<file path="config.mk">
export PLATFORM = sky130hd
export DESIGN_NAME = dxt_block_texel_decoder
export DESIGN_NICKNAME = d
export VERILOG_FILES = /design/src/sv/dxt_pkg.sv /design/src/sv/dxt_block_texel_decoder.sv /design/src/sv/dxt_front.sv /design/src/sv/dxt_queue.sv /design/src/sv/dxt_back.sv
export SDC_FILE = /design/constraint.sdc
export NUM_CORES = 2
export LEC_CHECK = 0
export BUFFER_PORTS_ARGS = -buffer_cell sky130_fd_sc_hd__buf_2
export CAP_MARGIN = 20
export CORE_ASPECT_RATIO = 0.5
export CORE_MARGIN = 2
export CORE_UTILIZATION = 50
export CTS_CLUSTER_DIAMETER = 60
export DETAILED_ROUTE_END_ITERATION = 7
export GPL_TIMING_DRIVEN = 0
export PLACE_DENSITY = 0.67
export SYNTH_ARGS = -nofsm -noshare
export SYNTH_HDL_FRONTEND = slang
export SYNTH_HIERARCHICAL = 1
export SYNTH_SLANG_ARGS = --single-unit
</file>
<file path="constraint.sdc">
create_clock -name clk -period 11.2 [get_ports clk]
set_input_delay 2.8 -clock clk [delete_from_list [all_inputs] [get_ports clk]]
set_output_delay 2.8 -clock clk [all_outputs]
set_load 0.05 [all_outputs]
</file>
<file path="src/sv/dxt_pkg.sv">
// shared types and constants for the dxt block texel decoder
package dxt_pkg;

	localparam int TexelsPerBlock = 16;
	localparam int TexelIdxW      = $clog2(TexelsPerBlock);
	localparam int QueueDepthDef  = 2;

	// one classified block as it sits in the queue
	typedef struct packed {
		logic [2:0][7:0] e0;          // expanded endpoint 0, index 2 = red
		logic [2:0][7:0] e1;          // expanded endpoint 1
		logic            four_mode;
		logic [31:0]     color_codes;
		logic [7:0]      a0;
		logic [7:0]      a1;
		logic            alpha8;      // a0 > a1, eight-step alpha table
		logic            dxt1;        // opaque alpha
		logic [47:0]     alpha_codes;
	} dxt_blk_t;

	// back end status toward the top level
	typedef struct packed {
		logic                 issue;
		logic                 pop;
		logic [TexelIdxW-1:0] idx;
	} dxt_back_stat_t;

endpackage

</file>
<file path="src/sv/dxt_block_texel_decoder.sv">
// top level of the dxt block texel decoder
// an accepted block's first texel passes the queue, stage 1 and the output register
// throughput: one texel per cycle from the back end sequencer while out_ready is high
// the block queue lets the front take new blocks while the back end is busy or stalled
// reset clears the queue, the back end pipeline valids and block_format (dxt5)
module dxt_block_texel_decoder #(
	parameter int QueueDepth = dxt_pkg::QueueDepthDef
) (
	input  logic        clk,
	input  logic        arst_n,
	input  logic        cfg_valid,
	output logic        cfg_ready,
	input  logic        block_format,
	input  logic        in_valid,
	output logic        in_ready,
	input  logic [15:0] color_end0,
	input  logic [15:0] color_end1,
	input  logic [31:0] color_codes,
	input  logic [7:0]  alpha_end0,
	input  logic [7:0]  alpha_end1,
	input  logic [47:0] alpha_codes,
	output logic        out_valid,
	input  logic        out_ready,
	output logic [1:0]  texel_col,
	output logic [1:0]  texel_row,
	output logic [7:0]  red,
	output logic [7:0]  green,
	output logic [7:0]  blue,
	output logic [7:0]  alpha,
	output logic        last_texel
);
	import dxt_pkg::*;

	localparam int CntW = $clog2(QueueDepth + 1);

	logic             q_full;
	logic             q_push;
	dxt_blk_t         q_push_blk;
	logic             q_head_valid;
	dxt_blk_t         q_head_blk;
	logic [CntW-1:0]  q_count;
	dxt_back_stat_t   back_stat;

	dxt_front u_front (
		.clk          (clk),
		.arst_n       (arst_n),
		.cfg_valid    (cfg_valid),
		.cfg_ready    (cfg_ready),
		.block_format (block_format),
		.in_valid     (in_valid),
		.in_ready     (in_ready),
		.color_end0   (color_end0),
		.color_end1   (color_end1),
		.color_codes  (color_codes),
		.alpha_end0   (alpha_end0),
		.alpha_end1   (alpha_end1),
		.alpha_codes  (alpha_codes),
		.q_full       (q_full),
		.push         (q_push),
		.push_blk     (q_push_blk)
	);

	dxt_queue #(
		.QueueDepth (QueueDepth)
	) u_queue (
		.clk        (clk),
		.arst_n     (arst_n),
		.push       (q_push),
		.push_blk   (q_push_blk),
		.pop        (back_stat.pop),
		.head_valid (q_head_valid),
		.head_blk   (q_head_blk),
		.full       (q_full),
		.count      (q_count)
	);

	dxt_back u_back (
		.clk        (clk),
		.arst_n     (arst_n),
		.head_valid (q_head_valid),
		.head_blk   (q_head_blk),
		.stat       (back_stat),
		.out_valid  (out_valid),
		.out_ready  (out_ready),
		.texel_col  (texel_col),
		.texel_row  (texel_row),
		.red        (red),
		.green      (green),
		.blue       (blue),
		.alpha      (alpha),
		.last_texel (last_texel)
	);

	// queue occupancy never goes past its depth
	a_queue_bound: assert property (@(posedge clk) disable iff (!arst_n)
		q_count <= CntW'(QueueDepth))
		else $error("block queue overflow");

	// an accepted block is in the queue on the next cycle
	a_push_lands: assert property (@(posedge clk) disable iff (!arst_n)
		(in_valid && in_ready) |=> (q_count != '0))
		else $error("accepted block missing from queue");

	// the back end releases a block only as it issues its sixteenth texel
	a_pop_at_last: assert property (@(posedge clk) disable iff (!arst_n)
		back_stat.pop |-> (back_stat.issue && back_stat.idx == TexelIdxW'(TexelsPerBlock - 1)))
		else $error("block released early");

	// texel index restarts at zero after a block is released
	a_idx_wrap: assert property (@(posedge clk) disable iff (!arst_n)
		back_stat.pop |=> (back_stat.idx == '0))
		else $error("texel index did not restart");

endmodule

</file>
<file path="src/sv/dxt_front.sv">
// front end: format register, endpoint expansion and block classification
module dxt_front (
	input  logic              clk,
	input  logic              arst_n,
	input  logic              cfg_valid,
	output logic              cfg_ready,
	input  logic              block_format,
	input  logic              in_valid,
	output logic              in_ready,
	input  logic [15:0]       color_end0,
	input  logic [15:0]       color_end1,
	input  logic [31:0]       color_codes,
	input  logic [7:0]        alpha_end0,
	input  logic [7:0]        alpha_end1,
	input  logic [47:0]       alpha_codes,
	input  logic              q_full,
	output logic              push,
	output dxt_pkg::dxt_blk_t push_blk
);
	import dxt_pkg::*;

	logic fmt_q;

	// v*255/31 = 8v + floor(7v/31), the fraction by reciprocal 265/2^13
	function automatic logic [7:0] expand5(input logic [4:0] v);
		logic [7:0]  t;
		logic [16:0] p;
		t = 8'(v) * 8'd7;
		p = 17'(t) * 17'd265;
		return {v, 3'b000} + 8'(p[15:13]);
	endfunction

	// v*255/63 = 4v + floor(v/21)
	function automatic logic [7:0] expand6(input logic [5:0] v);
		logic [1:0] q;
		if (v >= 6'd63) begin
			q = 2'd3;
		end else if (v >= 6'd42) begin
			q = 2'd2;
		end else if (v >= 6'd21) begin
			q = 2'd1;
		end else begin
			q = 2'd0;
		end
		return {v, 2'b00} + 8'(q);
	endfunction

	assign cfg_ready = 1'b1;

	always_ff @(posedge clk or negedge arst_n) begin
		if (!arst_n) begin
			fmt_q <= 1'b0;
		end else if (cfg_valid) begin
			fmt_q <= block_format;
		end
	end

	assign in_ready = !q_full;
	assign push     = in_valid && !q_full;

	always_comb begin
		push_blk.e0[2]       = expand5(color_end0[15:11]);
		push_blk.e0[1]       = expand6(color_end0[10:5]);
		push_blk.e0[0]       = expand5(color_end0[4:0]);
		push_blk.e1[2]       = expand5(color_end1[15:11]);
		push_blk.e1[1]       = expand6(color_end1[10:5]);
		push_blk.e1[0]       = expand5(color_end1[4:0]);
		push_blk.four_mode   = color_end0 > color_end1;
		push_blk.color_codes = color_codes;
		push_blk.a0          = alpha_end0;
		push_blk.a1          = alpha_end1;
		push_blk.alpha8      = alpha_end0 > alpha_end1;
		push_blk.dxt1        = fmt_q;
		push_blk.alpha_codes = alpha_codes;
	end

endmodule

</file>
<file path="src/sv/dxt_queue.sv">
// short block queue between front and back end
module dxt_queue #(
	parameter int QueueDepth = dxt_pkg::QueueDepthDef
) (
	input  logic                            clk,
	input  logic                            arst_n,
	input  logic                            push,
	input  dxt_pkg::dxt_blk_t               push_blk,
	input  logic                            pop,
	output logic                            head_valid,
	output dxt_pkg::dxt_blk_t               head_blk,
	output logic                            full,
	output logic [$clog2(QueueDepth+1)-1:0] count
);
	import dxt_pkg::*;

	localparam int PtrW = $clog2(QueueDepth);
	localparam int CntW = $clog2(QueueDepth + 1);
	localparam logic [PtrW-1:0] LastPtr = PtrW'(QueueDepth - 1);
	localparam logic [CntW-1:0] FullCnt = CntW'(QueueDepth);

	dxt_blk_t            mem_q [QueueDepth];
	logic [PtrW-1:0]     wr_ptr_q;
	logic [PtrW-1:0]     rd_ptr_q;
	logic [CntW-1:0]     count_q;

	assign full       = count_q == FullCnt;
	assign head_valid = count_q != '0;
	assign head_blk   = mem_q[rd_ptr_q];
	assign count      = count_q;

	always_ff @(posedge clk) begin
		if (push) begin
			mem_q[wr_ptr_q] <= push_blk;
		end
	end

	always_ff @(posedge clk or negedge arst_n) begin
		if (!arst_n) begin
			wr_ptr_q <= '0;
			rd_ptr_q <= '0;
			count_q  <= '0;
		end else begin
			if (push) begin
				wr_ptr_q <= (wr_ptr_q == LastPtr) ? '0 : wr_ptr_q + 1'b1;
			end
			if (pop) begin
				rd_ptr_q <= (rd_ptr_q == LastPtr) ? '0 : rd_ptr_q + 1'b1;
			end
			case ({push, pop})
				2'b10:   count_q <= count_q + 1'b1;
				2'b01:   count_q <= count_q - 1'b1;
				default: count_q <= count_q;
			endcase
		end
	end

endmodule

</file>
<file path="src/sv/dxt_back.sv">
// back end: walks the sixteen texels of the head block, two stages to the output
module dxt_back (
	input  logic                   clk,
	input  logic                   arst_n,
	input  logic                   head_valid,
	input  dxt_pkg::dxt_blk_t      head_blk,
	output dxt_pkg::dxt_back_stat_t stat,
	output logic                   out_valid,
	input  logic                   out_ready,
	output logic [1:0]             texel_col,
	output logic [1:0]             texel_row,
	output logic [7:0]             red,
	output logic [7:0]             green,
	output logic [7:0]             blue,
	output logic [7:0]             alpha,
	output logic                   last_texel
);
	import dxt_pkg::*;

	typedef enum logic [2:0] {
		KIND_PASS,
		KIND_HALF,
		KIND_DIV3,
		KIND_DIV5,
		KIND_DIV7
	} div_kind_t;

	localparam logic [TexelIdxW-1:0] LastIdx = TexelIdxW'(TexelsPerBlock - 1);

	function automatic logic [7:0] div3(input logic [9:0] n);
		logic [19:0] p;
		p = 20'(n) * 20'd683;
		return p[18:11];
	endfunction

	function automatic logic [7:0] div5(input logic [10:0] n);
		logic [21:0] p;
		p = 22'(n) * 22'd1639;
		return p[20:13];
	endfunction

	function automatic logic [7:0] div7(input logic [10:0] n);
		logic [22:0] p;
		p = 23'(n) * 23'd2341;
		return p[21:14];
	endfunction

	function automatic logic [7:0] resolve(input div_kind_t kind, input logic [10:0] n);
		case (kind)
			KIND_PASS: return n[7:0];
			KIND_HALF: return n[8:1];
			KIND_DIV3: return div3(n[9:0]);
			KIND_DIV5: return div5(n);
			KIND_DIV7: return div7(n);
			default:   return n[7:0];
		endcase
	endfunction

	logic [TexelIdxW-1:0] idx_q;
	logic                 issue;
	logic                 s1_adv;

	logic                 valid_s1;
	logic [TexelIdxW-1:0] idx_s1;
	logic [2:0][9:0]      cnum_s1;
	div_kind_t            ckind_s1;
	logic [10:0]          anum_s1;
	div_kind_t            akind_s1;

	logic                 out_valid_q;
	logic [TexelIdxW-1:0] idx_out_q;
	logic [7:0]           red_q, green_q, blue_q, alpha_q;

	logic [1:0]           ccode;
	logic [2:0]           acode;
	logic [5:0]           abit;
	logic [2:0][9:0]      cnum;
	div_kind_t            ckind;
	logic [10:0]          anum;
	div_kind_t            akind;
	logic [3:0]           w0, w1;
	logic [11:0]          asum;

	assign s1_adv = valid_s1 && (!out_valid_q || out_ready);
	assign issue  = head_valid && (!valid_s1 || s1_adv);

	assign stat.issue = issue;
	assign stat.pop   = issue && (idx_q == LastIdx);
	assign stat.idx   = idx_q;

	assign ccode = head_blk.color_codes[{idx_q, 1'b0} +: 2];
	assign abit  = {1'b0, idx_q, 1'b0} + {2'b00, idx_q};
	assign acode = head_blk.alpha_codes[abit +: 3];

	// colour numerator and the division that finishes it
	always_comb begin
		for (int k = 0; k < 3; k++) begin
			cnum[k] = 10'(head_blk.e0[k]);
		end
		ckind = KIND_PASS;
		case (ccode)
			2'd0: begin
				for (int k = 0; k < 3; k++) cnum[k] = 10'(head_blk.e0[k]);
			end
			2'd1: begin
				for (int k = 0; k < 3; k++) cnum[k] = 10'(head_blk.e1[k]);
			end
			2'd2: begin
				if (head_blk.four_mode) begin
					for (int k = 0; k < 3; k++)
						cnum[k] = {1'b0, head_blk.e0[k], 1'b0} + 10'(head_blk.e1[k]);
					ckind = KIND_DIV3;
				end else begin
					for (int k = 0; k < 3; k++)
						cnum[k] = 10'(head_blk.e0[k]) + 10'(head_blk.e1[k]);
					ckind = KIND_HALF;
				end
			end
			default: begin
				if (head_blk.four_mode) begin
					for (int k = 0; k < 3; k++)
						cnum[k] = 10'(head_blk.e0[k]) + {1'b0, head_blk.e1[k], 1'b0};
					ckind = KIND_DIV3;
				end else begin
					// three-colour black
					for (int k = 0; k < 3; k++) cnum[k] = '0;
				end
			end
		endcase
	end

	// alpha numerator: an endpoint, a constant (0 or 255, also 255 for opaque dxt1) or a weighted sum of the endpoints
	always_comb begin
		if (head_blk.alpha8) begin
			w0 = 4'd8 - {1'b0, acode};
		end else begin
			w0 = 4'd6 - {1'b0, acode};
		end
		w1   = {1'b0, acode} - 4'd1;
		asum = 12'(w0) * 12'(head_blk.a0) + 12'(w1) * 12'(head_blk.a1);
		anum  = 11'(head_blk.a0);
		akind = KIND_PASS;
		if (head_blk.dxt1) begin
			anum = 11'd255;
		end else if (acode == 3'd0) begin
			anum = 11'(head_blk.a0);
		end else if (acode == 3'd1) begin
			anum = 11'(head_blk.a1);
		end else if (head_blk.alpha8) begin
			anum  = asum[10:0];
			akind = KIND_DIV7;
		end else if (acode == 3'd6) begin
			anum = '0;
		end else if (acode == 3'd7) begin
			anum = 11'd255;
		end else begin
			anum  = asum[10:0];
			akind = KIND_DIV5;
		end
	end

	always_ff @(posedge clk or negedge arst_n) begin
		if (!arst_n) begin
			idx_q       <= '0;
			valid_s1    <= 1'b0;
			out_valid_q <= 1'b0;
		end else begin
			if (issue) begin
				idx_q <= idx_q + 1'b1;
			end
			if (issue) begin
				valid_s1 <= 1'b1;
			end else if (s1_adv) begin
				valid_s1 <= 1'b0;
			end
			if (s1_adv) begin
				out_valid_q <= 1'b1;
			end else if (out_ready) begin
				out_valid_q <= 1'b0;
			end
		end
	end

	always_ff @(posedge clk) begin
		if (issue) begin
			idx_s1   <= idx_q;
			cnum_s1  <= cnum;
			ckind_s1 <= ckind;
			anum_s1  <= anum;
			akind_s1 <= akind;
		end
		if (s1_adv) begin
			idx_out_q <= idx_s1;
			red_q     <= resolve(ckind_s1, 11'(cnum_s1[2]));
			green_q   <= resolve(ckind_s1, 11'(cnum_s1[1]));
			blue_q    <= resolve(ckind_s1, 11'(cnum_s1[0]));
			alpha_q   <= resolve(akind_s1, anum_s1);
		end
	end

	assign out_valid  = out_valid_q;
	assign texel_col  = idx_out_q[1:0];
	assign texel_row  = idx_out_q[3:2];
	assign red        = red_q;
	assign green      = green_q;
	assign blue       = blue_q;
	assign alpha      = alpha_q;
	assign last_texel = idx_out_q == LastIdx;

endmodule

</file>
==> flow_metrics.env <==
export IMPL_crit_type="flop to flop"
export IMPL_vias=25251
export IMPL_cp_start_kind="flop"
export IMPL_gr_total_overflow=0
export IMPL_maxCapViolations=0
export IMPL_clk_pin_slew_worst_paths_ns=0.07
export IMPL_synth_area_sq_um=39600
export IMPL_cp_data_arrival_time_ns=10.69
export IMPL_critPathLaunch="u_back/idx_q[1]"
export IMPL_portBuffers=92
export IMPL_drt_total_wl_microns=86000
export IMPL_worstHoldStart="u_back/idx_s1[1]"
export IMPL_slew_viol_final=0
export IMPL_cts_tree="done"
export IMPL_wl_per_cell_microns=18.6
export IMPL_crit_path_end_kind="flop"
export IMPL_slowest_delay_ns=0.77
export IMPL_finalSetupViolCount=0
export IMPL_relSlewSlack_pct=31.7
export IMPL_fin_crit_ns=10.25
export IMPL_ff_latch_area_sq_um=11700
export IMPL_cts_sinks=390
export IMPL_cts_path_max_buffers=3
export IMPL_grt_max_degree=62
export IMPL_fillers=6556
export IMPL_grt_pass1_vias=26829
export IMPL_die_h_microns=203
export IMPL_clock_tree_root_cell="clkbuf_16"
export IMPL_die_w_microns=402
export IMPL_initial_utilization_pct=50.8
export IMPL_max_slew_worst_pin_slew_ns=1.02
export IMPL_final_common_cell="ha_1"
export IMPL_finalCritPeriodShare_pct=91.5
export IMPL_worst_path_max_delay_cell="a21oi_1"
export IMPL_routed_via_density=5.46
export IMPL_required_ns=11.64
export IMPL_drt_iter0_markers=1348
export IMPL_syn2layout_area_growth_pct=8.70
export IMPL_ctsHoldBuffers=0
export IMPL_antenna_found_initial=3
export IMPL_place_ws_ns=1.22
export IMPL_path_common_cell="fa_1"
export IMPL_fin_nets=4668
export IMPL_drcViolationCount=0
export IMPL_rsz0062_at_grt="false"
export IMPL_hold_path_class="flop to flop"
export IMPL_fin_ws_ns=0.954
export IMPL_hold_ws_ns=0.429
export IMPL_synth_warnings=6
export IMPL_hold_viol_final=0
export IMPL_h_tree_depth=2
export IMPL_syn_inst=3406
export IMPL_die_area_sq_um=81500
export IMPL_skew_ns=0.0221
export IMPL_grt_usage_pct=21.6
export IMPL_cp_max_fo=11
export IMPL_status="completed"
export IMPL_r2r_start="u_back/idx_q[1]"
export IMPL_mostFrequentLayoutCells="ha_1, inv_1, edfxtp_1"
export IMPL_place_congestion=0.887
export IMPL_drt_pass1_iterations=5
export IMPL_syn_avg_cell_area_sq_um=11.6
export IMPL_multi_input_area_sq_um=24500
export IMPL_clk_latency_ns=0.60
export IMPL_cts_setup_buffers=0
export IMPL_fmax_ghz=0.0976
export IMPL_ios=174
export IMPL_postCtsResizedCells=0
export IMPL_grt_pass1_wl_microns=141000
export IMPL_rows=72
export IMPL_cts_inserted_buffers=42
export IMPL_synth_fp_nets=4521
export IMPL_core_area_sq_um=77800
export IMPL_drive_gt1_share_pct=16.0
export IMPL_ant_nets=0
export IMPL_hpwl_microns=68600
[sequential cells by signal (all words and copies together) (netlist names), 2 cells and up]
register	cells
u_back/anum_s1	11
u_back/cnum_s1	30
u_back/red	8
u_back/alpha	8
u_back/idx_q	4
u_back/blue	8
u_back/idx_out_q	4
u_back/akind_s1	2
u_queue/mem_q	294
u_back/ckind_s1	2
u_back/idx_s1	4
u_queue/count	2
u_back/green	8
[metrics by stage]
step | instance area [sq um] | setup TNS (ns) | utilization [%] | cells
detailed placement | 41600 | 0 | 53.4 | 4544
global route | 43000 | 0 | 55.2 | 4624
finish | 43000 | 0 | 55.2 | 4624
CTS | 43000 | 0 | 55.2 | 4620
global placement | 41300 | -389.99 | 53.1 | 4534
floorplan | 39600 | 0 | - | 3406
[per-layer routing]
layer	up-vias	global-route usage [%]	part of all wire, %
met1	12496	30.3	47
met2	536	35.9	47
met5	-	0	0
li1	12131	-	-
met3	88	3.06	4.8
met4	0	4.24	1.4
[layout make-up]
class,instances,share of cell area [%]
well taps,1036,3.01
clock buffers,46,2.53
inverters,547,4.78
clock inverters,30,0.739
multi-input cells,2277,56.9
diodes,3,0.0175
repair buffers,103,1.64
plain buffers,192,3.30
flip-flops and latches,390,27.1
[critical path, delay by kind of cell (launching register included)]
kind / cells / cell delay (ns)
AO/OA/AOI/OAI: 8 / 2.20
adder cells (fa/ha/maj): 8 / 3.63
buffers and inverters: 8 / 1.83
flip-flops: 1 / 0.43
multiplexers: 2 / 0.84
AND/OR/NAND/NOR: 5 / 1.15
[path summary, 6_finish.rpt]
check	to	depth (start not counted)	slack, ns
setup / recovery	u_back/anum_s1[10]	31	0.95
hold / removal	u_back/idx_out_q[1]	0	0.43
setup reg to reg	u_back/anum_s1[10]	31	0.95
hold reg to reg	u_back/idx_out_q[1]	0	0.43
max in group asynchronous	u_back/idx_q[3]	1	8.92
min in group asynchronous	u_back/idx_q[0]	1	2.06
Power is not shown: default switching activity piles up to over one toggle a cycle in this logic, so the estimate is an artifact.
